### config.mk
export PLATFORM = sky130hd
export DESIGN_NAME = status_led_indicator_flat
export DESIGN_NICKNAME = d
export VERILOG_FILES = /design/src/sv/sli_pkg.sv /design/src/sv/sli_item_if.sv /design/src/sv/sli_result_if.sv /design/src/sv/sli_front.sv /design/src/sv/sli_queue.sv /design/src/sv/sli_back.sv /design/src/sv/status_led_indicator.sv /design/src/flat_wrapper.sv
export SDC_FILE = /design/constraint.sdc
export NUM_CORES = 2
export LEC_CHECK = 0
export ABC_AREA = 1
export BUFFER_PORTS_ARGS = -buffer_cell sky130_fd_sc_hd__clkbuf_2
export CAP_MARGIN = 10
export CORE_ASPECT_RATIO = 0.9
export CORE_UTILIZATION = 45
export CTS_CLUSTER_DIAMETER = 100
export CTS_CLUSTER_SIZE = 40
export DETAILED_ROUTE_END_ITERATION = 12
export GPL_ROUTABILITY_DRIVEN = 1
export GPL_TIMING_DRIVEN = 0
export PLACE_DENSITY = 0.62
export SLEW_MARGIN = 15
export SYNTH_ARGS = -nofsm -noshare
export SYNTH_HDL_FRONTEND = slang
export SYNTH_HIERARCHICAL = 1
export SYNTH_SLANG_ARGS = --single-unit
export TNS_END_PERCENT = 20
### constraint.sdc
create_clock -name clk -period 13.26 [get_ports clk]
set_input_delay 0.663 -clock clk [delete_from_list [all_inputs] [get_ports clk]]
set_output_delay 0.663 -clock clk [all_outputs]
set_load 0.01 [all_outputs]
### src/sv/sli_pkg.sv
// ----------------------------------------------------------------------------
// Status LED indicator package
// Shared types, timing constants and fixed-point constants.
// ----------------------------------------------------------------------------
package sli_pkg;

	// Red blink queue
	localparam int RED_QUEUE_DEPTH = 4;
	localparam int RQ_IDX_W = (RED_QUEUE_DEPTH > 1) ? $clog2(RED_QUEUE_DEPTH) : 1;
	localparam int RQ_CNT_W = $clog2(RED_QUEUE_DEPTH + 1);
	localparam int RQ_SUM_W = RQ_IDX_W + 1;

	// Front-to-back work queue
	localparam int Q_DEPTH = 2;
	localparam int Q_IDX_W = (Q_DEPTH > 1) ? $clog2(Q_DEPTH) : 1;
	localparam int Q_CNT_W = $clog2(Q_DEPTH + 1);

	// Items in flight: work queue, one in the back end, one in the output register
	localparam int CAPACITY = Q_DEPTH + 2;
	localparam int CAP_CNT_W = $clog2(CAPACITY + 1);

	// Times in microseconds
	localparam logic [31:0] US_250MS = 32'd250000;
	localparam logic [31:0] US_500MS = 32'd500000;
	localparam logic [31:0] US_1000MS = 32'd1000000;
	localparam logic [31:0] US_50MS = 32'd50000;
	localparam logic [31:0] US_1MS = 32'd1000;
	localparam logic [31:0] RED_WINDOW_RESET = US_1000MS;

	// Q3.13 constants
	localparam logic [15:0] Q_STEP = 16'd819;
	localparam logic [16:0] Q_TWO_PI = 17'd51472;
	localparam logic [16:0] Q_TWO_PI_X2 = 17'd102944;
	localparam int Q_FRAC = 13;

	// Datapath widths
	localparam int X2_W = 19;
	localparam int X3_W = 21;
	localparam int X5_W = 27;
	localparam int Q3_W = 19;
	localparam int Q5_W = 20;
	localparam int QR_W = 15;
	localparam int W_W = 24;
	localparam logic [W_W-1:0] W_ONE = 24'd8192;
	localparam logic [W_W-1:0] W_TWO = 24'd16384;

	// Shared multiplier
	localparam int MUL_A_W = 28;
	localparam int MUL_B_W = 22;
	localparam int MUL_P_W = MUL_A_W + MUL_B_W;

	// Reciprocals for division by constants (estimate low by at most one)
	localparam logic [MUL_B_W-1:0] REC6_M = 22'd349525;
	localparam int REC6_K = 21;
	localparam logic [MUL_B_W-1:0] REC120_M = 22'd1118481;
	localparam int REC120_K = 27;
	localparam logic [MUL_B_W-1:0] REC15625_M = 22'd17179;
	localparam int REC15625_K = 28;
	localparam logic [MUL_B_W-1:0] DIV15625 = 22'd15625;

	// Input codes
	localparam logic FUNC_TICK = 1'b1;
	localparam logic [3:0] EV_VOLT_LOW = 4'd0;
	localparam logic [3:0] EV_TEMP_HIGH = 4'd1;
	localparam logic [3:0] EV_HEARTBEAT = 4'd2;
	localparam logic [3:0] EV_ENGAGED = 4'd3;
	localparam logic [3:0] EV_DISENGAGED = 4'd4;
	localparam logic [3:0] EV_STUCK = 4'd5;
	localparam logic [3:0] EV_BOOTING = 4'd6;
	localparam logic [3:0] EV_INITIALIZED = 4'd7;
	localparam logic [3:0] EV_MESSAGE = 4'd8;

	// Classified work kinds
	typedef enum logic [3:0] {
		KIND_TICK,
		KIND_RED_SHORT,
		KIND_RED_LONG,
		KIND_HEARTBEAT,
		KIND_ENGAGE,
		KIND_DISENGAGE,
		KIND_STUCK,
		KIND_BOOT,
		KIND_INIT,
		KIND_MESSAGE,
		KIND_NONE
	} kind_t;

	typedef struct packed {
		kind_t kind;
		logic [31:0] now_us;
	} work_t;

endpackage

### src/sv/sli_item_if.sv
// ----------------------------------------------------------------------------
// Status LED indicator input channel
// Valid/ready channel carrying one event or tick item.
// ----------------------------------------------------------------------------
interface sli_item_if;
	logic valid;
	logic ready;
	logic func;
	logic [3:0] event_code;
	logic [31:0] now_us;

	modport source(output valid, output func, output event_code, output now_us, input ready);
	modport sink(input valid, input func, input event_code, input now_us, output ready);
endinterface

### src/sv/sli_result_if.sv
// ----------------------------------------------------------------------------
// Status LED indicator result channel
// Valid/ready channel carrying the LED state after each item.
// ----------------------------------------------------------------------------
interface sli_result_if;
	logic valid;
	logic ready;
	logic accepted;
	logic red_on;
	logic [7:0] green_level;
	logic [7:0] yellow_level;
	logic blue_on;

	modport source(output valid, output accepted, output red_on, output green_level,
		output yellow_level, output blue_on, input ready);
	modport sink(input valid, input accepted, input red_on, input green_level,
		input yellow_level, input blue_on, output ready);
endinterface

### src/sv/sli_front.sv
// ----------------------------------------------------------------------------
// Status LED indicator front end
// Accepts items and classifies them into work kinds for the back end.
// ----------------------------------------------------------------------------
module sli_front (
	sli_item_if.sink items,
	output logic push_valid,
	input logic push_ready,
	output sli_pkg::work_t push_data
);

	// Pass the handshake through to the work queue
	assign items.ready = push_ready;
	assign push_valid = items.valid;

	// Classify the item
	always_comb begin
		push_data.now_us = items.now_us;
		if (items.func == sli_pkg::FUNC_TICK) begin
			push_data.kind = sli_pkg::KIND_TICK;
		end else begin
			case (items.event_code)
				sli_pkg::EV_VOLT_LOW: push_data.kind = sli_pkg::KIND_RED_SHORT;
				sli_pkg::EV_TEMP_HIGH: push_data.kind = sli_pkg::KIND_RED_LONG;
				sli_pkg::EV_HEARTBEAT: push_data.kind = sli_pkg::KIND_HEARTBEAT;
				sli_pkg::EV_ENGAGED: push_data.kind = sli_pkg::KIND_ENGAGE;
				sli_pkg::EV_DISENGAGED: push_data.kind = sli_pkg::KIND_DISENGAGE;
				sli_pkg::EV_STUCK: push_data.kind = sli_pkg::KIND_STUCK;
				sli_pkg::EV_BOOTING: push_data.kind = sli_pkg::KIND_BOOT;
				sli_pkg::EV_INITIALIZED: push_data.kind = sli_pkg::KIND_INIT;
				sli_pkg::EV_MESSAGE: push_data.kind = sli_pkg::KIND_MESSAGE;
				default: push_data.kind = sli_pkg::KIND_NONE;
			endcase
		end
	end

endmodule

### src/sv/sli_queue.sv
// ----------------------------------------------------------------------------
// Status LED indicator work queue
// Short FIFO between the front end and the back end.
// ----------------------------------------------------------------------------
module sli_queue (
	input logic clk,
	input logic arst_n,
	input logic push_valid,
	output logic push_ready,
	input sli_pkg::work_t push_data,
	output logic pop_valid,
	input logic pop_ready,
	output sli_pkg::work_t pop_data
);

	sli_pkg::work_t mem_q [sli_pkg::Q_DEPTH];
	logic [sli_pkg::Q_IDX_W-1:0] wr_ptr_q;
	logic [sli_pkg::Q_IDX_W-1:0] rd_ptr_q;
	logic [sli_pkg::Q_CNT_W-1:0] cnt_q;
	logic push_fire;
	logic pop_fire;

	assign push_ready = (cnt_q != sli_pkg::Q_CNT_W'(sli_pkg::Q_DEPTH));
	assign pop_valid = (cnt_q != '0);
	assign pop_data = mem_q[rd_ptr_q];
	assign push_fire = push_valid && push_ready;
	assign pop_fire = pop_valid && pop_ready;

	// Advance pointers and the fill count
	always_ff @(posedge clk or negedge arst_n) begin
		if (!arst_n) begin
			wr_ptr_q <= '0;
			rd_ptr_q <= '0;
			cnt_q <= '0;
		end else begin
			if (push_fire) begin
				if (wr_ptr_q == sli_pkg::Q_IDX_W'(sli_pkg::Q_DEPTH - 1)) begin
					wr_ptr_q <= '0;
				end else begin
					wr_ptr_q <= wr_ptr_q + sli_pkg::Q_IDX_W'(1);
				end
			end
			if (pop_fire) begin
				if (rd_ptr_q == sli_pkg::Q_IDX_W'(sli_pkg::Q_DEPTH - 1)) begin
					rd_ptr_q <= '0;
				end else begin
					rd_ptr_q <= rd_ptr_q + sli_pkg::Q_IDX_W'(1);
				end
			end
			if (push_fire && !pop_fire) begin
				cnt_q <= cnt_q + sli_pkg::Q_CNT_W'(1);
			end else if (pop_fire && !push_fire) begin
				cnt_q <= cnt_q - sli_pkg::Q_CNT_W'(1);
			end
		end
	end

	// Store the pushed item
	always_ff @(posedge clk) begin
		if (push_fire) begin
			mem_q[wr_ptr_q] <= push_data;
		end
	end

endmodule

### src/sv/sli_back.sv
// ----------------------------------------------------------------------------
// Status LED indicator back end
// Carries out events and ticks: red blink queue, green sine level on a shared
// multiplier, yellow and blue timers, and the output register.
// ----------------------------------------------------------------------------
module sli_back (
	input logic clk,
	input logic arst_n,
	input logic cfg_we,
	input logic [31:0] cfg_wdata,
	input logic work_valid,
	output logic work_ready,
	input sli_pkg::work_t work,
	sli_result_if.source results
);

	typedef enum logic [3:0] {
		ST_IDLE,
		ST_SQ,
		ST_X3,
		ST_X5,
		ST_D6,
		ST_D120,
		ST_DR,
		ST_RM,
		ST_RF,
		ST_FIN
	} state_t;

	state_t state_q;

	// Control state
	logic [31:0] red_window_q;
	logic [sli_pkg::RQ_IDX_W-1:0] rq_head_q;
	logic [sli_pkg::RQ_CNT_W-1:0] rq_cnt_q;
	logic [31:0] red_time_q;
	logic [15:0] phase_q;
	logic [15:0] step_q;
	logic half_q;
	logic [31:0] yellow_until_q;
	logic [31:0] blue_off_q;
	logic led_red_q;
	logic [7:0] led_green_q;
	logic led_yellow_q;
	logic led_blue_q;
	logic out_valid_q;

	// Datapath registers
	logic rq_mem_q [sli_pkg::RED_QUEUE_DEPTH];
	logic [31:0] now_q;
	logic red_div_q;
	logic [sli_pkg::MUL_P_W-1:0] prod_q;
	logic [sli_pkg::X2_W-1:0] x2_q;
	logic [sli_pkg::X3_W-1:0] x3_q;
	logic [sli_pkg::X5_W-1:0] x5_q;
	logic [sli_pkg::Q3_W-1:0] q3_q;
	logic [sli_pkg::Q5_W-1:0] q5_q;
	logic [sli_pkg::QR_W-1:0] qr_q;
	logic [sli_pkg::W_W-1:0] w_q;
	logic out_acc_q;
	logic out_red_q;
	logic [7:0] out_green_q;
	logic out_yellow_q;
	logic out_blue_q;

	// Combinational
	logic [31:0] now;
	logic slot_free;
	logic pop_fire;
	logic tick_fire;
	logic ev_fire;
	logic fin_fire;
	logic is_red_kind;
	logic [16:0] phase_sum;
	logic [15:0] phase_next;
	logic [31:0] red_dur;
	logic red_wait;
	logic red_idle;
	logic red_end;
	logic [sli_pkg::RQ_IDX_W-1:0] head_next;
	logic rq_full;
	logic [sli_pkg::RQ_SUM_W-1:0] push_sum;
	logic [sli_pkg::RQ_IDX_W-1:0] push_idx;
	logic [16:0] step_sum;
	logic [15:0] step_sat;
	logic ev_acc;
	logic blue_ev;
	logic [sli_pkg::X2_W-1:0] x2_w;
	logic [sli_pkg::X3_W-1:0] x3_w;
	logic [sli_pkg::X5_W-1:0] x5_w;
	logic [sli_pkg::Q3_W-1:0] q3_est;
	logic [sli_pkg::Q5_W-1:0] q5_est;
	logic [sli_pkg::QR_W-1:0] qr_est;
	logic [sli_pkg::X3_W-1:0] q3_x6;
	logic [sli_pkg::X3_W-1:0] r3;
	logic [sli_pkg::Q3_W-1:0] q3_fix;
	logic [sli_pkg::X5_W-1:0] q5_x120;
	logic [sli_pkg::X5_W-1:0] r5;
	logic [sli_pkg::Q5_W-1:0] q5_fix;
	logic [28:0] rr;
	logic [sli_pkg::QR_W-1:0] qr_fix;
	logic [sli_pkg::W_W-1:0] w_next;
	logic w_pos;
	logic [30:0] w_scaled;
	logic [15:0] lvl;
	logic [7:0] level;
	logic [sli_pkg::MUL_A_W-1:0] mul_a;
	logic [sli_pkg::MUL_B_W-1:0] mul_b;

	assign now = work.now_us;

	// Handshakes and fire strobes
	always_comb begin
		slot_free = !out_valid_q || results.ready;
		work_ready = (state_q == ST_IDLE) && ((work.kind == sli_pkg::KIND_TICK) || slot_free);
		pop_fire = work_valid && work_ready;
		tick_fire = pop_fire && (work.kind == sli_pkg::KIND_TICK);
		ev_fire = pop_fire && (work.kind != sli_pkg::KIND_TICK);
		fin_fire = (state_q == ST_FIN) && slot_free;
		is_red_kind = (work.kind == sli_pkg::KIND_RED_SHORT) ||
			(work.kind == sli_pkg::KIND_RED_LONG);
	end

	// Green phase advance, wrapped into 0..2*pi
	always_comb begin
		phase_sum = {1'b0, phase_q} + {1'b0, step_q};
		if (phase_sum >= sli_pkg::Q_TWO_PI_X2) begin
			phase_next = 16'(phase_sum - sli_pkg::Q_TWO_PI_X2);
		end else if (phase_sum >= sli_pkg::Q_TWO_PI) begin
			phase_next = 16'(phase_sum - sli_pkg::Q_TWO_PI);
		end else begin
			phase_next = phase_sum[15:0];
		end
	end

	// Red window decisions and queue indexes
	always_comb begin
		red_dur = rq_mem_q[rq_head_q] ? sli_pkg::US_1000MS : sli_pkg::US_500MS;
		red_wait = now < red_time_q;
		red_idle = (rq_cnt_q == '0);
		red_end = red_dur > now;
		if (rq_head_q == sli_pkg::RQ_IDX_W'(sli_pkg::RED_QUEUE_DEPTH - 1)) begin
			head_next = '0;
		end else begin
			head_next = rq_head_q + sli_pkg::RQ_IDX_W'(1);
		end
		rq_full = rq_cnt_q >= sli_pkg::RQ_CNT_W'(sli_pkg::RED_QUEUE_DEPTH);
		push_sum = sli_pkg::RQ_SUM_W'(rq_head_q) + sli_pkg::RQ_SUM_W'(rq_cnt_q);
		if (push_sum >= sli_pkg::RQ_SUM_W'(sli_pkg::RED_QUEUE_DEPTH)) begin
			push_idx = sli_pkg::RQ_IDX_W'(push_sum - sli_pkg::RQ_SUM_W'(sli_pkg::RED_QUEUE_DEPTH));
		end else begin
			push_idx = push_sum[sli_pkg::RQ_IDX_W-1:0];
		end
	end

	// Event outcome: heartbeat step, acceptance and blue LED
	always_comb begin
		step_sum = {1'b0, step_q} + {1'b0, sli_pkg::Q_STEP};
		step_sat = step_sum[16] ? 16'hFFFF : step_sum[15:0];
		ev_acc = !(is_red_kind && rq_full);
		case (work.kind)
			sli_pkg::KIND_BOOT: blue_ev = 1'b1;
			sli_pkg::KIND_MESSAGE: blue_ev = 1'b1;
			sli_pkg::KIND_INIT: blue_ev = 1'b0;
			default: blue_ev = led_blue_q;
		endcase
	end

	// Product slices and quotient corrections
	always_comb begin
		x2_w = prod_q[sli_pkg::Q_FRAC +: sli_pkg::X2_W];
		x3_w = prod_q[sli_pkg::Q_FRAC +: sli_pkg::X3_W];
		x5_w = prod_q[sli_pkg::Q_FRAC +: sli_pkg::X5_W];
		q3_est = prod_q[sli_pkg::REC6_K +: sli_pkg::Q3_W];
		q5_est = prod_q[sli_pkg::REC120_K +: sli_pkg::Q5_W];
		qr_est = prod_q[sli_pkg::REC15625_K +: sli_pkg::QR_W];

		q3_x6 = {q3_q, 2'b00} + {1'b0, q3_q, 1'b0};
		r3 = x3_q - q3_x6;
		q3_fix = q3_q + ((r3 >= sli_pkg::X3_W'(6)) ? sli_pkg::Q3_W'(1) : '0);

		q5_x120 = {q5_q, 7'b0} - {4'b0, q5_q, 3'b0};
		r5 = x5_q - q5_x120;
		q5_fix = q5_q + ((r5 >= sli_pkg::X5_W'(120)) ? sli_pkg::Q5_W'(1) : '0);

		rr = {1'b0, now_q[31:4]} - prod_q[28:0];
		qr_fix = qr_q + ((rr >= 29'(sli_pkg::DIV15625)) ? sli_pkg::QR_W'(1) : '0);
	end

	// Sine level: sum terms, scale by 255/32768, saturate
	always_comb begin
		w_next = sli_pkg::W_W'(phase_q) + sli_pkg::W_W'(q5_q) - sli_pkg::W_W'(q3_q) +
			(half_q ? sli_pkg::W_TWO : sli_pkg::W_ONE);
		w_pos = !w_q[sli_pkg::W_W-1] && (w_q != '0);
		w_scaled = {w_q[sli_pkg::W_W-2:0], 8'b0} - {8'b0, w_q[sli_pkg::W_W-2:0]};
		lvl = w_scaled[30:15];
		if (!w_pos) begin
			level = 8'd0;
		end else if (lvl > 16'd255) begin
			level = 8'd255;
		end else begin
			level = lvl[7:0];
		end
	end

	// Select shared multiplier operands
	always_comb begin
		case (state_q)
			ST_SQ: begin
				mul_a = sli_pkg::MUL_A_W'(phase_q);
				mul_b = sli_pkg::MUL_B_W'(phase_q);
			end
			ST_X3: begin
				mul_a = sli_pkg::MUL_A_W'(x2_w);
				mul_b = sli_pkg::MUL_B_W'(phase_q);
			end
			ST_X5: begin
				mul_a = sli_pkg::MUL_A_W'(x3_w);
				mul_b = sli_pkg::MUL_B_W'(x2_q);
			end
			ST_D6: begin
				mul_a = sli_pkg::MUL_A_W'(x3_q);
				mul_b = sli_pkg::REC6_M;
			end
			ST_D120: begin
				mul_a = sli_pkg::MUL_A_W'(x5_q);
				mul_b = sli_pkg::REC120_M;
			end
			ST_DR: begin
				mul_a = now_q[31:4];
				mul_b = sli_pkg::REC15625_M;
			end
			ST_RM: begin
				mul_a = sli_pkg::MUL_A_W'(qr_est);
				mul_b = sli_pkg::DIV15625;
			end
			default: begin
				mul_a = '0;
				mul_b = '0;
			end
		endcase
	end

	// Sequencer and LED state
	always_ff @(posedge clk or negedge arst_n) begin
		if (!arst_n) begin
			state_q <= ST_IDLE;
			red_window_q <= sli_pkg::RED_WINDOW_RESET;
			rq_head_q <= '0;
			rq_cnt_q <= '0;
			red_time_q <= '0;
			phase_q <= '0;
			step_q <= '0;
			half_q <= 1'b0;
			yellow_until_q <= '0;
			blue_off_q <= '0;
			led_red_q <= 1'b0;
			led_green_q <= '0;
			led_yellow_q <= 1'b0;
			led_blue_q <= 1'b0;
			out_valid_q <= 1'b0;
		end else begin
			if (cfg_we) begin
				red_window_q <= cfg_wdata;
			end

			// Hold the result until taken, then load the next one
			if (results.ready) begin
				out_valid_q <= 1'b0;
			end
			if (ev_fire || fin_fire) begin
				out_valid_q <= 1'b1;
			end

			case (state_q)
				ST_IDLE: begin
					if (tick_fire) begin
						if (red_wait) begin
							led_red_q <= 1'b0;
						end else if (red_idle) begin
							red_time_q <= red_time_q + red_window_q;
						end else if (red_end) begin
							rq_head_q <= head_next;
							rq_cnt_q <= rq_cnt_q - sli_pkg::RQ_CNT_W'(1);
							led_red_q <= 1'b0;
							red_time_q <= red_time_q + red_window_q;
						end
						phase_q <= phase_next;
						step_q <= '0;
						led_yellow_q <= now < yellow_until_q;
						if (now > blue_off_q) begin
							led_blue_q <= 1'b0;
						end
						state_q <= ST_SQ;
					end else if (ev_fire) begin
						case (work.kind)
							sli_pkg::KIND_RED_SHORT, sli_pkg::KIND_RED_LONG: begin
								if (!rq_full) begin
									rq_cnt_q <= rq_cnt_q + sli_pkg::RQ_CNT_W'(1);
								end
							end
							sli_pkg::KIND_HEARTBEAT: step_q <= step_sat;
							sli_pkg::KIND_ENGAGE: half_q <= 1'b1;
							sli_pkg::KIND_DISENGAGE: half_q <= 1'b0;
							sli_pkg::KIND_STUCK: yellow_until_q <= now + sli_pkg::US_50MS;
							sli_pkg::KIND_BOOT, sli_pkg::KIND_INIT: led_blue_q <= blue_ev;
							sli_pkg::KIND_MESSAGE: begin
								led_blue_q <= blue_ev;
								blue_off_q <= now + sli_pkg::US_1MS;
							end
							default: ;
						endcase
					end
				end
				ST_SQ: state_q <= ST_X3;
				ST_X3: state_q <= ST_X5;
				ST_X5: state_q <= ST_D6;
				ST_D6: state_q <= ST_D120;
				ST_D120: state_q <= ST_DR;
				ST_DR: state_q <= ST_RM;
				ST_RM: state_q <= ST_RF;
				ST_RF: begin
					// Blink at 2 Hz: even quarter-seconds are on
					if (red_div_q) begin
						led_red_q <= ~qr_fix[0];
					end
					state_q <= ST_FIN;
				end
				ST_FIN: begin
					if (slot_free) begin
						led_green_q <= level;
						state_q <= ST_IDLE;
					end
				end
				default: state_q <= ST_IDLE;
			endcase
		end
	end

	// Datapath and result payload
	always_ff @(posedge clk) begin
		prod_q <= sli_pkg::MUL_P_W'(mul_a) * sli_pkg::MUL_P_W'(mul_b);

		if (tick_fire) begin
			now_q <= now;
			red_div_q <= !red_wait && !red_idle && !red_end;
		end
		if (ev_fire && is_red_kind && !rq_full) begin
			rq_mem_q[push_idx] <= (work.kind == sli_pkg::KIND_RED_LONG);
		end

		case (state_q)
			ST_X3: x2_q <= x2_w;
			ST_X5: x3_q <= x3_w;
			ST_D6: x5_q <= x5_w;
			ST_D120: q3_q <= q3_est;
			ST_DR: begin
				q5_q <= q5_est;
				q3_q <= q3_fix;
			end
			ST_RM: begin
				qr_q <= qr_est;
				q5_q <= q5_fix;
			end
			ST_RF: w_q <= w_next;
			default: ;
		endcase

		if (ev_fire) begin
			out_acc_q <= ev_acc;
			out_red_q <= led_red_q;
			out_green_q <= led_green_q;
			out_yellow_q <= led_yellow_q;
			out_blue_q <= blue_ev;
		end else if (fin_fire) begin
			out_acc_q <= 1'b1;
			out_red_q <= led_red_q;
			out_green_q <= level;
			out_yellow_q <= led_yellow_q;
			out_blue_q <= led_blue_q;
		end
	end

	// Drive the result channel
	assign results.valid = out_valid_q;
	assign results.accepted = out_acc_q;
	assign results.red_on = out_red_q;
	assign results.green_level = out_green_q;
	assign results.yellow_level = {8{out_yellow_q}};
	assign results.blue_on = out_blue_q;

endmodule

### src/sv/status_led_indicator.sv
// ----------------------------------------------------------------------------
// Status LED indicator
// Drives red, green, yellow and blue status LEDs from event and tick items.
// ----------------------------------------------------------------------------
// Usage:
//   items   : valid/ready input; func selects event (0) or tick (1), with
//             event_code and now_us (microseconds).
//   results : valid/ready output; one result per item with the LED state
//             after that item and an accepted flag (0 when a red event found
//             the blink queue full).
//   cfg_we/cfg_wdata : writes red_window_us; write only while idle.
// Path: an event result is loaded into the output register when the back end takes
//   its item; a tick first steps through ST_SQ to ST_FIN on the one shared multiplier.
// Throughput: one event per cycle while the output register is free; a tick keeps
//   the back end busy through the seven products the sine level and blink phase take.
// Reset: the blink queue empties, all LEDs go off, timers and green phase
//   clear, red_window_us returns to 1000000.
// Stall: a result waits in the output register; the back end then halts at its next
//   event or in ST_FIN, and the two-entry work queue fills before items.ready drops.
// ----------------------------------------------------------------------------
module status_led_indicator (
	input logic clk,
	input logic arst_n,
	input logic cfg_we,
	input logic [31:0] cfg_wdata,
	sli_item_if.sink items,
	sli_result_if.source results
);

	logic push_valid;
	logic push_ready;
	sli_pkg::work_t push_data;
	logic pop_valid;
	logic pop_ready;
	sli_pkg::work_t pop_data;

	sli_front u_front (
		.items(items),
		.push_valid(push_valid),
		.push_ready(push_ready),
		.push_data(push_data)
	);

	sli_queue u_queue (
		.clk(clk),
		.arst_n(arst_n),
		.push_valid(push_valid),
		.push_ready(push_ready),
		.push_data(push_data),
		.pop_valid(pop_valid),
		.pop_ready(pop_ready),
		.pop_data(pop_data)
	);

	sli_back u_back (
		.clk(clk),
		.arst_n(arst_n),
		.cfg_we(cfg_we),
		.cfg_wdata(cfg_wdata),
		.work_valid(pop_valid),
		.work_ready(pop_ready),
		.work(pop_data),
		.results(results)
	);

endmodule

### src/flat_wrapper.sv
// flat-port wrapper written by rule: the top's interface ports become plain ports
module status_led_indicator_flat 
  (clk, arst_n, cfg_we, cfg_wdata, items_valid, items_func, items_event_code, items_now_us, items_ready, results_valid, results_accepted, results_red_on, results_green_level, results_yellow_level, results_blue_on, results_ready);
  sli_item_if items_i ();
  sli_result_if results_i ();
  input logic clk;
  input logic arst_n;
  input logic cfg_we;
  input logic [31:0] cfg_wdata;
  input wire logic [$bits(items_i.valid)-1:0] items_valid;
  input wire logic [$bits(items_i.func)-1:0] items_func;
  input wire logic [$bits(items_i.event_code)-1:0] items_event_code;
  input wire logic [$bits(items_i.now_us)-1:0] items_now_us;
  output wire logic [$bits(items_i.ready)-1:0] items_ready;
  output wire logic [$bits(results_i.valid)-1:0] results_valid;
  output wire logic [$bits(results_i.accepted)-1:0] results_accepted;
  output wire logic [$bits(results_i.red_on)-1:0] results_red_on;
  output wire logic [$bits(results_i.green_level)-1:0] results_green_level;
  output wire logic [$bits(results_i.yellow_level)-1:0] results_yellow_level;
  output wire logic [$bits(results_i.blue_on)-1:0] results_blue_on;
  input wire logic [$bits(results_i.ready)-1:0] results_ready;
  assign items_i.valid = items_valid;
  assign items_i.func = items_func;
  assign items_i.event_code = items_event_code;
  assign items_i.now_us = items_now_us;
  assign items_ready = items_i.ready;
  assign results_valid = results_i.valid;
  assign results_accepted = results_i.accepted;
  assign results_red_on = results_i.red_on;
  assign results_green_level = results_i.green_level;
  assign results_yellow_level = results_i.yellow_level;
  assign results_blue_on = results_i.blue_on;
  assign results_i.ready = results_ready;
  status_led_indicator u_core (.clk(clk), .arst_n(arst_n), .cfg_we(cfg_we), .cfg_wdata(cfg_wdata), .items(items_i), .results(results_i));
endmodule
==> flow_metrics.py <==
metrics = {
    "setup_path": {
        "start_kind": "flip-flop",
        "crit_path_max_incr_delay_ns": 0.67,
        "critPathSlowestCell": "buf_2",
        "crit_start": "u_core/u_back/state_q[3]",
        "path_class": "reg -> reg",
        "crit_fanout": 30,
        "reg2reg_from": "u_core/u_back/state_q[3]",
        "arrival_ns": 10.95,
        "cp_data_required_time_ns": 13.80,
        "cp-end-kind": "flip-flop",
    },
    "synthesis": {
        "synth_cell_type_count": 70,
        "async_flop_share_pct": 38.75,
        "synth.avg_cell_area_sq_um": 7.957,
        "ys_seq_area_share_pct": 24.71,
        "mappedNetlistArea_sq_um": 52700,
        "ys_ff_latch": 480,
        "synth_warnings": 6,
        "synth_cells": 6623,
        "synth_edf_count": 247,
        "synthFlopType": "edfxtp_1",
    },
    "grt": {
        "grt_max_degree": 74,
        "antenna_found_initial": 1,
        "overflow": 0,
        "grt_usage_pct": 28.80,
        "grt_pass1_vias": 43420,
        "grt_pass1_wl_um": 259500,
    },
    "final_layout": {
        "drive_gt1_share_pct": 4.860,
        "final_area_sq_um": 56490,
        "final_nets": 7862,
        "mostFrequentLayoutCell": "nand2_1",
        "most-common-layout-cells": "nand2_1, inv_1, nor2_1",
        "area_growth_pct": 7.197,
        "antenna_cells": 0,
        "fill_cells": 11420,
        "fin_util_pct": 48.86,
    },
    "clock_network": {
        "root_buffer": "clkbuf_16",
        "post_cts_resized": 0,
        "clockBufferDepth": 3,
        "clk_pin_slew_ns": 0.13,
        "cts.sinks": 480,
        "clock_latency_ns": 0.67,
        "htreeDepth": 1,
        "cts_buffers": 25,
        "ctsHoldBuffers": 1,
        "cts_setup_buffers": 0,
        "cts_tree": "yes",
    },
    "place": {
        "place_hpwl_um": 143500,
        "port_buffers": 60,
        "gp_congestion": 1.029,
        "dpl_cell_area_sq_um": 55430,
    },
    "sta": {
        "slew_headroom_pct": 12.67,
        "final.min_clock_period_ns": 10.42,
        "rsz0062_at_grt": "false",
        "finalSetupViolations": 0,
        "setup_tns_ns": 0,
        "fmax_ghz": 0.09601,
        "drv_slew": 0,
        "clock_skew_ns": 0.05378,
        "hold_viol_final": 0,
        "worstMarginPinSlew_ns": 1.300,
        "post-route-period-util_pct": 78.55,
    },
    "route": {
        "vias": 43620,
        "drt-vias-per-instance": 5.211,
        "drtIter0Drc": 3450,
        "drtAntennaViolNets": 0,
        "drt_wl_total_um": 167700,
        "drt_pre_antenna_iters": 5,
        "drcViolationCount": 0,
        "routedWlPerCell_um": 20.03,
    },
    "floorplanning": {
        "pin_count": 95,
        "die_x_um": 362.7,
        "std_cell_rows": 118,
        "start_util_pct": 45.58,
        "die_height_um": 326.6,
        "core_sq_um": 115600,
        "die_area_sq_um": 118500,
    },
    "min_path": {
        "worstHoldStart": "items_now_us[2]",
        "hp-class": "in -> reg",
    },
    "flow_run": {
        "cap_violations": 0,
    },
    "outcome": {
        "status": "finished clean",
    },
}
[layout make-up]
| class | count | area, sq um | area share [%] |
|---|---|---|---|
| Timing Repair Buffer | 71 | 489.2 | 0.8660 |
| Sequential cell | 480 | 13020 | 23.05 |
| Clock inverter | 21 | 426.7 | 0.7553 |
| Inverter | 1382 | 5189 | 9.185 |
| Tap cell | 1560 | 1952 | 3.455 |
| Multi-Input combinational cell | 4676 | 33920 | 60.04 |
| Clock buffer | 25 | 625.6 | 1.107 |
| Buffer | 155 | 868.3 | 1.537 |
[state kept, by name, summed over array words and instances (netlist names), 2 cells and up]
| register | flops |
|---|---|
| u_core/u_back/x2_q | 19 |
| u_core/u_back/step_q | 16 |
| u_core/u_queue/cnt_q | 2 |
| u_core/u_back/rq_head_q | 2 |
| u_core/u_queue/mem_q | 72 |
| u_core/u_back/state_q | 4 |
| u_core/u_back/led_green_q | 8 |
| u_core/u_back/x3_q | 21 |
| u_core/u_back/now_q | 28 |
| u_core/u_back/results.green_level | 8 |
| u_core/u_back/phase_q | 16 |
| u_core/u_back/q5_q | 20 |
| u_core/u_back/red_window_q | 32 |
| u_core/u_back/w_q | 23 |
| u_core/u_back/q3_q | 19 |
| u_core/u_back/x5_q | 27 |
| u_core/u_back/blue_off_q | 32 |
| u_core/u_back/rq_cnt_q | 3 |
| u_core/u_back/prod_q | 47 |
| u_core/u_back/rq_mem_q | 4 |
| u_core/u_back/red_time_q | 32 |
| u_core/u_back/yellow_until_q | 32 |
[worst max-delay path, delay by kind of cell, from the launching register on]
family          cells  cell delay, ns
simple gates       10            1.79
compound gates      5            2.34
fa+ha+maj           8            3.68
buf+inv            10            1.99
flops               1            0.46
[synth_stat cells, types with 9 or more instances]
| cell type | number | area share [%] |
|---|---|---|
| nand2_1 | 1508 | 11 |
| inv_1 | 1349 | 9.6 |
| nor2_1 | 588 | 4.2 |
| fa_1 | 518 | 20 |
| ha_1 | 479 | 11 |
| a21oi_1 | 309 | 2.9 |
| o21ai_0 | 284 | 2.7 |
| edfxtp_1 | 247 | 14 |
| nand3_1 | 228 | 2.2 |
| dfrtp_1 | 179 | 8.5 |
| xor2_1 | 163 | 2.7 |
| nand4_1 | 82 | 0.97 |
| clkbuf_1 | 63 | 0.45 |
| nor3_1 | 60 | 0.57 |
| xnor2_1 | 60 | 1.0 |
| buf_4 | 50 | 0.71 |
| dfxtp_1 | 47 | 1.8 |
| mux2_2 | 31 | 0.66 |
| o22ai_1 | 31 | 0.37 |
| buf_2 | 27 | 0.26 |
| nand3b_1 | 26 | 0.37 |
| inv_2 | 25 | 0.18 |
| a31oi_1 | 18 | 0.21 |
| o21a_1 | 18 | 0.26 |
| o21bai_1 | 17 | 0.24 |
| a21o_1 | 16 | 0.23 |
| nor2_2 | 16 | 0.19 |
| nor4_1 | 15 | 0.18 |
| a211oi_1 | 14 | 0.20 |
| a221oi_1 | 14 | 0.23 |
| nand2_2 | 14 | 0.17 |
| o21ai_1 | 14 | 0.13 |
| and2_1 | 10 | 0.12 |
| o211ai_1 | 9 | 0.13 |
[metal layers]
layer	vias to the layer above	GRT usage (%)	share of wire, %
met2	1476	45.27	44
met5	-	0	0.0078
met1	21000	39.91	44
met4	2	6.613	2.5
met3	201	7.156	9.5
li1	20940	-	-
[cell families after synthesis]
logic type / after synthesis / synth area share, %
AO/OA/AOI/OAI: 778 / 8.199
XOR/XNOR: 223 / 3.706
adder cells (fa/ha/maj): 997 / 31.05
buffers and inverters: 1537 / 11.49
flip-flops: 480 / 24.71
multiplexers: 31 / 0.6624
other: 2 / 0.01425
AND/OR/NAND/NOR: 2575 / 20.17
[worst paths after layout]
kind,slack [ns],depth (start not counted),endpoint
worst min register to register,0.49,0,u_core/u_back/results.red_on
worst min-delay path,0.17,1,u_core/u_queue/mem_q[1][2]
worst max-delay path,2.84,33,u_core/u_back/prod_q[41]
min in group asynchronous,0.47,2,u_core/u_back/red_window_q[22]
worst max register to register,2.84,33,u_core/u_back/prod_q[41]
max in group asynchronous,11.55,4,u_core/u_back/step_q[14]
[metrics by stage]
step / cells / setup WS (ns) / hold WS, ns
2_1_floorplan: 6693 / 5.359 / 0.3674
3_5_place_dp: 8323 / 2.989 / 0.4416
4_1_cts: 8370 / 2.957 / 0.1329
6_report: 8370 / 2.844 / 0.1667
3_3_place_gp: 8313 / 2.559 / 0.4508
5_1_grt: 8370 / 2.303 / 0.1431
Power is left out: the tool's default activity adds up to more than one toggle a clock period on the data nets, which glitch-free logic cannot reach.
